**config.mk**
```make
export PLATFORM = sky130hd
export DESIGN_NAME = bpa_seq
export DESIGN_NICKNAME = d
export VERILOG_FILES = /design/src/rtl/bpa_pkg.sv /design/src/rtl/bpa_seq.sv
export SDC_FILE = /design/constraint.sdc
export NUM_CORES = 1
export LEC_CHECK = 0
export ABC_AREA = 1
export ABC_CLOCK_PERIOD_IN_PS = 2700
export BUFFER_PORTS_ARGS = -buffer_cell sky130_fd_sc_hd__buf_2
export CORE_ASPECT_RATIO = 1.25
export CORE_MARGIN = 10
export CORE_UTILIZATION = 49
export DETAILED_ROUTE_END_ITERATION = 7
export GPL_TIMING_DRIVEN = 1
export PLACE_DENSITY_LB_ADDON = 0.12
export SETUP_SLACK_MARGIN = 0.2
export SYNTH_ARGS = -nofsm -noshare
export SYNTH_HDL_FRONTEND = slang
export SYNTH_SLANG_ARGS = --single-unit
export TNS_END_PERCENT = 10
```
**constraint.sdc**
```tcl
create_clock -name clk -period 2.7 [get_ports clk]
set_input_delay 0.675 -clock clk [delete_from_list [all_inputs] [get_ports clk]]
set_output_delay 0.675 -clock clk [all_outputs]
set_load 0.005 [all_outputs]
```
**src/rtl/bpa_pkg.sv**
```systemverilog
`default_nettype none

package bpa_pkg;

    // Bitmap geometry: one used bit per page, packed into fixed-width words.
    localparam int WORD_BITS     = 32;
    localparam int WORD_LOG      = 5;
    localparam int PAGE_BYTES    = 4096;
    localparam int PAGE_LOG      = 12;
    localparam int MAP_WORDS_DEF = 4096;

    // Field widths of the request and response words.
    localparam int ADDR_W = 29;
    localparam int SIZE_W = 30;

    // Page numbers and page sums; wide enough for the largest map and the largest range end.
    localparam int PG_W = 22;

    typedef logic [WORD_BITS-1:0] word_t;

    typedef enum logic [1:0] {
        FUNC_ALLOC      = 2'd0,
        FUNC_FREE_PAGE  = 2'd1,
        FUNC_FREE_RANGE = 2'd2,
        FUNC_RESERVE    = 2'd3
    } func_t;

    typedef struct packed {
        func_t              func;
        logic [ADDR_W-1:0]  address;
        logic [SIZE_W-1:0]  size;
    } req_word_t;

    typedef struct packed {
        logic [ADDR_W-1:0]  page_address;
        logic               ok;
    } rsp_word_t;

    // Index of the lowest clear bit; the lowest set bit of the inverted word is isolated first.
    function automatic logic [WORD_LOG-1:0] lowest_clear(input word_t value);
        word_t                inv;
        word_t                onehot;
        logic [WORD_LOG-1:0]  idx;
        inv    = ~value;
        onehot = inv & (~inv + word_t'(1));
        idx    = '0;
        for (int b = 0; b < WORD_BITS; b++)
        begin
            idx = idx | (onehot[b] ? WORD_LOG'(b) : '0);
        end
        return idx;
    endfunction

    // Ones from bit lo up to and including bit hi.
    function automatic word_t range_mask(input logic [WORD_LOG-1:0] lo,
                                         input logic [WORD_LOG-1:0] hi);
        word_t ones;
        ones = '1;
        return (ones << lo) & (ones >> (WORD_LOG'(WORD_BITS - 1) - hi));
    endfunction

endpackage

`default_nettype wire

```
**src/rtl/bpa_seq.sv**
```systemverilog
`default_nettype none

module bpa_seq #(
    parameter int MAP_WORDS = bpa_pkg::MAP_WORDS_DEF
) (
    input  wire logic                                         clk,
    input  wire logic                                         rst_n,
    input  wire logic                                         req_valid,
    output logic                                              req_stall,
    input  wire bpa_pkg::req_word_t                           req,
    output logic                                              rsp_valid,
    input  wire logic                                         rsp_stall,
    output bpa_pkg::rsp_word_t                                rsp,
    output logic                                              mem_re,
    output logic [((MAP_WORDS > 1) ? $clog2(MAP_WORDS) : 1)-1:0] mem_raddr,
    input  wire logic [bpa_pkg::WORD_BITS-1:0]                mem_rdata,
    output logic                                              mem_we,
    output logic [((MAP_WORDS > 1) ? $clog2(MAP_WORDS) : 1)-1:0] mem_waddr,
    output logic [bpa_pkg::WORD_BITS-1:0]                     mem_wdata
);

    localparam int AW      = (MAP_WORDS > 1) ? $clog2(MAP_WORDS) : 1;
    localparam int CW      = AW + 1;
    localparam int PW      = bpa_pkg::PG_W;
    localparam int WL      = bpa_pkg::WORD_LOG;
    localparam int CNT_W   = bpa_pkg::SIZE_W - bpa_pkg::PAGE_LOG;
    localparam int ADDR_W  = bpa_pkg::ADDR_W;
    localparam int FULL_AW = AW + WL + bpa_pkg::PAGE_LOG;

    localparam logic [PW-1:0] TOTAL_PAGES = PW'(MAP_WORDS * bpa_pkg::WORD_BITS);
    localparam logic [PW-1:0] LAST_PAGE   = PW'(MAP_WORDS * bpa_pkg::WORD_BITS - 1);
    localparam logic [CW-1:0] WORDS_END   = CW'(MAP_WORDS);
    localparam logic [AW-1:0] LAST_WORD   = AW'(MAP_WORDS - 1);

    typedef enum logic [2:0] {
        S_CLEAR,
        S_IDLE,
        S_SETUP,
        S_RANGE,
        S_DRAIN,
        S_SCAN,
        S_FINISH
    } state_t;

    state_t                 state_reg,   state_next;
    bpa_pkg::func_t         func_reg,    func_next;
    logic [PW-1:0]          first_reg,   first_next;
    logic [CNT_W-1:0]       cnt_reg,     cnt_next;
    logic [PW-1:0]          last_reg,    last_next;
    logic [CW-1:0]          rd_cnt_reg,  rd_cnt_next;
    logic [CW-1:0]          hint_reg,    hint_next;
    logic                   p_valid_reg, p_valid_next;
    logic [AW-1:0]          p_word_reg,  p_word_next;
    logic [WL-1:0]          p_lo_reg,    p_lo_next;
    logic [WL-1:0]          p_hi_reg,    p_hi_next;
    bpa_pkg::rsp_word_t     res_reg,     res_next;
    bpa_pkg::rsp_word_t     out_reg,     out_next;
    logic                   out_valid_reg, out_valid_next;

    logic [AW-1:0]          first_word;
    logic [AW-1:0]          last_word;
    logic [AW-1:0]          rd_word;
    logic [PW-1:0]          end_page;
    logic                   no_op;
    logic                   issue;
    logic                   word_full;
    logic [WL-1:0]          clear_idx;
    bpa_pkg::word_t         mask;
    logic [FULL_AW-1:0]     page_bytes;
    logic [ADDR_W+FULL_AW-1:0] page_wide;

    // Decoded range bounds and scan helpers.
    always_comb
    begin
        first_word = first_reg[WL +: AW];
        last_word  = last_reg[WL +: AW];
        rd_word    = rd_cnt_reg[AW-1:0];
        end_page   = first_reg + PW'(cnt_reg) - PW'(1);
        no_op      = (first_reg >= TOTAL_PAGES) || (cnt_reg == '0);
        issue      = rd_cnt_reg < WORDS_END;
        word_full  = mem_rdata == '1;
        clear_idx  = bpa_pkg::lowest_clear(mem_rdata);
        mask       = bpa_pkg::range_mask(p_lo_reg, p_hi_reg);
        page_bytes = {p_word_reg, clear_idx, {bpa_pkg::PAGE_LOG{1'b0}}};
        page_wide  = {{ADDR_W{1'b0}}, page_bytes};
    end

    // Sequencer: clearing pass, range walk, allocation scan and result hand-off.
    always_comb
    begin
        state_next     = state_reg;
        func_next      = func_reg;
        first_next     = first_reg;
        cnt_next       = cnt_reg;
        last_next      = last_reg;
        rd_cnt_next    = rd_cnt_reg;
        hint_next      = hint_reg;
        p_valid_next   = 1'b0;
        p_word_next    = p_word_reg;
        p_lo_next      = p_lo_reg;
        p_hi_next      = p_hi_reg;
        res_next       = res_reg;
        out_next       = out_reg;
        out_valid_next = out_valid_reg;
        mem_re         = 1'b0;
        mem_raddr      = rd_word;
        mem_we         = 1'b0;
        mem_waddr      = p_word_reg;
        mem_wdata      = mem_rdata;

        // The response word leaves when the consumer takes it.
        if (out_valid_reg && !rsp_stall)
        begin
            out_valid_next = 1'b0;
        end

        case (state_reg)
            S_CLEAR:
            begin
                mem_we    = 1'b1;
                mem_waddr = rd_word;
                mem_wdata = '1;
                if (rd_word == LAST_WORD)
                begin
                    rd_cnt_next = '0;
                    state_next  = S_IDLE;
                end
                else
                begin
                    rd_cnt_next = rd_cnt_reg + CW'(1);
                end
            end

            S_IDLE:
            begin
                if (req_valid)
                begin
                    func_next  = req.func;
                    first_next = PW'(req.address[ADDR_W-1:bpa_pkg::PAGE_LOG]);
                    if (req.func == bpa_pkg::FUNC_FREE_PAGE)
                    begin
                        cnt_next = CNT_W'(1);
                    end
                    else
                    begin
                        cnt_next = req.size[bpa_pkg::SIZE_W-1:bpa_pkg::PAGE_LOG];
                    end
                    state_next = S_SETUP;
                end
            end

            S_SETUP:
            begin
                last_next = (end_page > LAST_PAGE) ? LAST_PAGE : end_page;
                res_next  = '{page_address: '0, ok: 1'b1};
                if (func_reg == bpa_pkg::FUNC_ALLOC)
                begin
                    rd_cnt_next = hint_reg;
                    state_next  = S_SCAN;
                end
                else if (no_op)
                begin
                    state_next = S_FINISH;
                end
                else
                begin
                    rd_cnt_next = {1'b0, first_word};
                    // Freed pages below the hint move the scan start down.
                    if (func_reg != bpa_pkg::FUNC_RESERVE && {1'b0, first_word} < hint_reg)
                    begin
                        hint_next = {1'b0, first_word};
                    end
                    state_next = S_RANGE;
                end
            end

            S_RANGE:
            begin
                mem_re       = 1'b1;
                p_valid_next = 1'b1;
                p_word_next  = rd_word;
                p_lo_next    = (rd_word == first_word) ? first_reg[WL-1:0] : '0;
                p_hi_next    = (rd_word == last_word) ? last_reg[WL-1:0] : '1;
                if (rd_word == last_word)
                begin
                    state_next = S_DRAIN;
                end
                else
                begin
                    rd_cnt_next = rd_cnt_reg + CW'(1);
                end
                if (p_valid_reg)
                begin
                    mem_we    = 1'b1;
                    mem_wdata = (func_reg == bpa_pkg::FUNC_RESERVE) ?
                                (mem_rdata | mask) : (mem_rdata & ~mask);
                end
            end

            S_DRAIN:
            begin
                mem_we     = p_valid_reg;
                mem_wdata  = (func_reg == bpa_pkg::FUNC_RESERVE) ?
                             (mem_rdata | mask) : (mem_rdata & ~mask);
                state_next = S_FINISH;
            end

            S_SCAN:
            begin
                if (p_valid_reg && !word_full)
                begin
                    // First word with a clear bit: take its lowest clear bit.
                    mem_we     = 1'b1;
                    mem_wdata  = mem_rdata | (bpa_pkg::word_t'(1) << clear_idx);
                    res_next   = '{page_address: page_wide[ADDR_W-1:0], ok: 1'b1};
                    hint_next  = {1'b0, p_word_reg};
                    state_next = S_FINISH;
                end
                else if (!p_valid_reg && !issue)
                begin
                    // Every word from the hint to the end is full.
                    res_next   = '{page_address: '0, ok: 1'b0};
                    hint_next  = WORDS_END;
                    state_next = S_FINISH;
                end
                else if (issue)
                begin
                    mem_re       = 1'b1;
                    p_valid_next = 1'b1;
                    p_word_next  = rd_word;
                    rd_cnt_next  = rd_cnt_reg + CW'(1);
                end
            end

            S_FINISH:
            begin
                if (!out_valid_reg || !rsp_stall)
                begin
                    out_next       = res_reg;
                    out_valid_next = 1'b1;
                    state_next     = S_IDLE;
                end
            end

            default:
            begin
                state_next = S_IDLE;
            end
        endcase
    end

    // State and registered outputs.
    always_ff @(posedge clk or negedge rst_n)
    begin
        if (!rst_n)
        begin
            state_reg     <= S_CLEAR;
            func_reg      <= bpa_pkg::FUNC_ALLOC;
            first_reg     <= '0;
            cnt_reg       <= '0;
            last_reg      <= '0;
            rd_cnt_reg    <= '0;
            hint_reg      <= WORDS_END;
            p_valid_reg   <= 1'b0;
            p_word_reg    <= '0;
            p_lo_reg      <= '0;
            p_hi_reg      <= '0;
            res_reg       <= '0;
            out_reg       <= '0;
            out_valid_reg <= 1'b0;
        end
        else
        begin
            state_reg     <= state_next;
            func_reg      <= func_next;
            first_reg     <= first_next;
            cnt_reg       <= cnt_next;
            last_reg      <= last_next;
            rd_cnt_reg    <= rd_cnt_next;
            hint_reg      <= hint_next;
            p_valid_reg   <= p_valid_next;
            p_word_reg    <= p_word_next;
            p_lo_reg      <= p_lo_next;
            p_hi_reg      <= p_hi_next;
            res_reg       <= res_next;
            out_reg       <= out_next;
            out_valid_reg <= out_valid_next;
        end
    end

    assign req_stall = state_reg != S_IDLE;
    assign rsp_valid = out_valid_reg;
    assign rsp       = out_reg;

endmodule

`default_nettype wire
```
# Yosys cells after proc, flatten, opt, wreduce, memory -nomap -nowiden
# Index checks and enable logic that the tools add are counted.
# classes
n_addsub	5
magnitude_cmp	4
eq_ne	27
shift	3
n_mux	80
n_bitwise	38
n_reduce_logical	24
# op_table
operator	count
$mux W13	12
$pmux W32 S4	1
$and A32 B32 Y32	3
$mux W32	3
$not A32 Y32	3
$mux W5	18
$or A5 B5 Y5	15
$or A32 B32 Y32	2
$mux W30	2
$pmux W30 S2	1
$pmux W13 S4	1
$mux W12	4
$mux W3	12
$add A32 B1 Y32 const B	1
$eq A32 B32 Y1 const B	1
$mux W4	8
$shl A1 B5 Y32 const A	1
$shl A32 B5 Y32 const A	1
$shr A32 B5 Y32 const A	1
$or A4 B4 Y4	7
$pmux W13 S2	1
$eq A12 B12 Y1	2
$ne A2 B2 Y1 const B	12
$pmux W12 S2	1
other kinds (41)	68
# totals
ff_bits	167
inputBits	97
out_inout_bits	90
wordCells	197

# Logic depth before layout (Yosys ltp)
# logic_depth
ltp_word	39
mapped_depth	22
depth_no_buf	21

# Least setup slack after synthesis
# OpenSTA, ideal clock, no wires.
# synth_path
path_type	register -> register
from	register first_reg[1]
to	register last_reg[9]
setup_time_ns	0.063
arrival_time_ns	2.652
t_required_ns	2.637
setup_slack_ns	-0.016
path_stages_with_launch	23
path_buffers	2
synth_period_minus_slack_ns	2.716
path_cell_list	dfrtp_1 inv_1 ha_1 inv_1 ha_1 inv_1 fa_1 inv_1 nand3_1 nand3_1 inv_1 o21bai_1 nand2_1 nand2_1 nand3_1 nand2_1 nor3_1 a21o_1 buf_2 buf_6 nand3_1 o21ai_0 inv_1
# synth_via
elab_chain_len	4
# synth_lines
item	line_no	rtl
start, declared	bpa_seq.sv:47	logic [PW-1:0] first_reg, first_next;
start signal, assigned	bpa_seq.sv:276	first_reg <= first_next;
$add A17 B18 Y19 (*)	bpa_seq.sv:78	end_page = first_reg + PW'(cnt_reg) - PW'(1);
$sub A19 B1 Y20 (*)	bpa_seq.sv:78	
$gt A22 B17 Y1	bpa_seq.sv:154	last_next = (end_page > LAST_PAGE) ? LAST_PAGE : end_page;
$mux W17 (*)	bpa_seq.sv:154	
end signal, assigned	bpa_seq.sv:278	last_reg <= last_next;
end, declared	bpa_seq.sv:49	logic [PW-1:0] last_reg, last_next;
# Mark *: on every way between the ends. The rest lies on a longest branch, timed or not.
# A chain may end at the register's enable or synchronous reset.

# Worst setup path in the final report
# layout_path
from	input mem_rdata[2] (netlist bit)
to	output mem_wdata[19] (netlist bit)
# layout_via
elab_chain_len	39
# layout_lines
item	line_no	rtl
start, declared	bpa_seq.sv:16	input wire logic [bpa_pkg::WORD_BITS-1:0] mem_rdata,
$not A32 Y32	bpa_pkg.sv:44	inv = ~value;
$not A32 Y32	bpa_pkg.sv:45	onehot = inv & (~inv + word_t'(1));
$add A32 B1 Y32	bpa_pkg.sv:45	
$and A32 B32 Y32	bpa_pkg.sv:45	
$mux W2	bpa_pkg.sv:49	idx = idx | (onehot[b] ? WORD_LOG'(b) : '0);
$or A1 B2 Y2	bpa_pkg.sv:49	
$or A2 B2 Y2	bpa_pkg.sv:49	
$or A2 B3 Y3	bpa_pkg.sv:49	
$or A3 B3 Y3 (3 in series)	bpa_pkg.sv:49	
$or A3 B4 Y4	bpa_pkg.sv:49	
$or A4 B4 Y4 (7 in series)	bpa_pkg.sv:49	
$or A4 B5 Y5	bpa_pkg.sv:49	
$or A5 B5 Y5 (15 in series)	bpa_pkg.sv:49	
$shl A1 B5 Y32	bpa_seq.sv:214	mem_wdata = mem_rdata | (bpa_pkg::word_t'(1) << clear_idx);
$or A32 B32 Y32	bpa_seq.sv:214	
$mux W32 (*)	bpa_seq.sv:210	if (p_valid_reg && !word_full)
$pmux W32 S4 (*)	bpa_seq.sv:117	case (state_reg)
end, declared	bpa_seq.sv:19	output logic [bpa_pkg::WORD_BITS-1:0] mem_wdata
# Marked as above.

==> out/metrics.csv <==
metric,value,unit
status,finished with violations,
failing checks,setup timing,
total leakage power,7.834,nW
sequential element share of the synthesized area,0.3096,
global-route wire length before repair,70.53,mm
Initial Util,0.5002,
number of fill cells,1989,
Tcrit/Tclk final,1.205,
proportion of register bits with asynchronous set or reset after synthesis,1.000,
sink count of the clock tree,143,
number of buffers added on ports,150,
CTS tree,done,
post-route core utilization,0.6933,
initial antenna violation count,0,
Yosys warning total,0,
Die Y,191.7,µm
pin slew with the least headroom to its limit,0.5703,ns
data required time of the critical path,2.03,ns
area added between synthesis and finish,38.62,%
clock root buffer master,clkbuf_16,
worst-case setup margin in the final layout,-0.5541,ns
share of power burned in registers,0.181,
net total in the final layout,2226,
Highest Clock Rate,307.3,MHz
Net Sw Power,9.433,mW
detailed-route wire length per cell,19.28,µm
"leading cell type in the layout, fill and taps excluded",nand2_1,
critical path launch point type,input port,
setup TNS,-12.72,ns
total wire length after detailed routing,45.91,mm
Synth Flop Type,dfrtp_1,
Worst Path Max Fanout,5,
fraction of power consumed by the clock network,0.120,
first-pass detailed-route iteration total,6,
switching share of total power,0.4975,
fraction of layout cells with a size suffix above 1,0.3257,
power per cell area,1183,mW/mm²
count of non-filler cells in the finished layout,2382,
final setup violation count,34,
path type of the worst min-delay path,input port to async pin,
clock latency reported for the late side of the worst-skew pair,0.44,ns
Mapped Cells,1719,
total via count after detailed routing,13420,
area of the multi-input gates,0.007353,mm²
area inside the core boundary,0.02312,mm²
largest buffer count on any clock path,2,
count of different cell masters after synthesis,58,
Die Wd,157.4,µm
internal portion of total power,9.529,mW
Antenna Violating Nets Remaining,0,
max-capacitance violation count,0,
depth of the CTS H-tree,4,
average cell area after synthesis,6.726,µm²
via count of the first global-routing pass,12870,
worst slew slack as a fraction of its limit,0.6198,
placed wire-length estimate,35.95,mm
number of hold violations in the final report,0,
clock buffers created by TritonCTS,17,
"leading cell types in the layout, fill and taps excluded","nand2_1 (317), buf_4 (254), inv_1 (239)",
type of element capturing the critical path,primary output,
"Min Clock Period, post-route",3.254,ns
final slew viol count,0,
residual DRC count,0,
routed via count divided by cell count,5.634,
"EDFF count, synth",0,
setup repair after global routing missed its margin,true,
count of boundary I/O pins,187,
detailed router's first-iteration violation count,1313,
cell total after placement,2321,
overall die area,0.03018,mm²
GRT overflow,0,
Global Route Usage Sum,0.2980,
post-synthesis sequential element count,143,
register cell area after layout,0.003585,mm²
arrival time at the worst endpoint,2.58,ns
Combinational Power Share,0.699,
area of the mapped netlist,0.01156,mm²
clock-pin slew on the worst setup and hold paths,0.07,ns
worst supply voltage drop on vdd,0.9209,mV
antenna fix cells,0,
Cell Rows,62,
RD Place Congestion,1.005,
largest net degree at the start of global routing,54,
kind of critical path,input port to primary output,
clock skew,0.01758,ns
-- worst max-delay path: stages --
cell	delay [ns]
buf_12	0.11
nand2_8	0.06
nor2_8	0.14
nand3_2	0.10
nor2_4	0.16
buf_6	0.11
nand4_1	0.13
buf_4	0.19
nand3_4	0.08
nor2_4	0.07
a21oi_4	0.23
nand3_1	0.11
nand2_1	0.08
nand2_1	0.06
a21oi_2	0.13
buf_2	0.12
-- synth_stat cells, types with 2 or more instances --
cell type | number | area, µm²
clkinv_1 | 6 | 22.52
buf_1 | 3 | 11.26
o211ai_1 | 11 | 82.58
nand4_2 | 2 | 25.02
a21oi_1 | 80 | 400.4
nand2_1 | 354 | 1329
a221oi_1 | 3 | 26.28
a21boi_0 | 2 | 15.01
xor2_1 | 37 | 324.1
nor3_1 | 11 | 55.05
nor2_4 | 7 | 78.83
dfrtp_1 | 142 | 3553
a21o_1 | 2 | 15.01
o311ai_0 | 3 | 26.28
or2_2 | 6 | 37.54
inv_2 | 9 | 33.78
inv_1 | 256 | 960.9
nor2_1 | 139 | 521.8
a211oi_1 | 2 | 15.01
ha_1 | 47 | 588.1
a21oi_2 | 5 | 43.79
a31oi_1 | 16 | 100.1
nor2_2 | 13 | 81.33
o221ai_1 | 8 | 70.07
o21ai_2 | 2 | 17.52
nand3_2 | 8 | 80.08
nand2_2 | 3 | 18.77
a22oi_1 | 3 | 22.52
o2111ai_1 | 16 | 140.1
o21bai_1 | 2 | 15.01
o21ai_1 | 12 | 60.06
nor4_1 | 12 | 75.07
buf_4 | 28 | 210.2
nand4_1 | 22 | 137.6
o21ai_0 | 211 | 1056
nand3_1 | 108 | 540.5
o22ai_1 | 43 | 269.0
nand3b_1 | 4 | 30.03
buf_2 | 17 | 85.08
clkbuf_1 | 43 | 161.4
o31ai_1 | 4 | 30.03
-- layer usage --
layer | GRT usage | part of all wire | up-vias
li1 | - | - | 6432
met5 | 0 | 0 | -
met1 | 0.3660 | 0.40 | 6254
met4 | 0.1365 | 0.047 | 0
met2 | 0.5017 | 0.48 | 618
met3 | 0.04812 | 0.075 | 116
-- cells by family (layout without fill, tap and decap cells) --
group	count (synthesis)	count (layout)	synth area share
and+or+nand+nor	692	692	0.2636
AOI/OAI and AO/OA	433	434	0.2150
buffers and inverters	364	727	0.1299
DFF	143	143	0.3096
adders and majority gates	48	48	0.05259
xor gates and xnor gates	37	37	0.02803
other	1	12	0.0003243
muxes	1	1	0.0009739
-- power by group through the flow --
stage	Clock (mW)	Sequential, mW	Combinational, mW
2_1_floorplan	0	3.24	7.32
3_3_place_gp	0	3.42	11.6
3_5_place_dp	0	3.44	11.9
4_1_cts	2.29	3.41	12.7
5_1_grt	2.40	3.51	14.5
6_report	2.27	3.44	13.2
-- cell type report --
cell class,instances,share of cell area
flip-flops and latches,143,0.2237
clock buffers,17,0.02654
multi-input cells,1224,0.4588
well taps,288,0.02248
repair buffers,424,0.1952
inverters,271,0.06440
clock inverters,15,0.008977
-- what timing repair did --
item	4_1_cts	5_1_grt
pin swaps	65	59
setup endpoints to repair	81	103
gates resized for setup	164	111
hold endpoints to repair	0	0
setup buffers	14	14
hold buffers	0	0
cloned	1	0
-- final timing paths --
check	start	endpoint	slack, ns	cells past startpoint
max in group asynchronous	rst_n	p_lo_reg[1]	1.76	2
worst max-delay path	mem_rdata[2]	mem_wdata[19]	-0.55	16
min in group clk	req[50]	first_reg[8]	0.44	3
worst min-delay path	rst_n	res_reg[26]	0.17	1
worst max register to register	first_reg[0]	last_reg[13]	0.06	21
worst min register to register	rsp[18]	rsp[18]	0.48	2
-- stage by stage --
stage | hold slack [ns] | area, µm² | worst slack (ns) | total power [mW]
2_1_floorplan | 0.3794 | 11720 | -0.003017 | 10.56
3_5_place_dp | 0.4736 | 14350 | -0.7069 | 15.33
4_1_cts | 0.1845 | 15570 | -0.4812 | 18.37
5_1_grt | 0.1941 | 16030 | -0.6833 | 20.41
3_3_place_gp | 0.4594 | 14350 | -0.7045 | 15.06
6_report | 0.1658 | 16030 | -0.5541 | 18.96
Note: power is estimated with default switching activity, not from simulation.
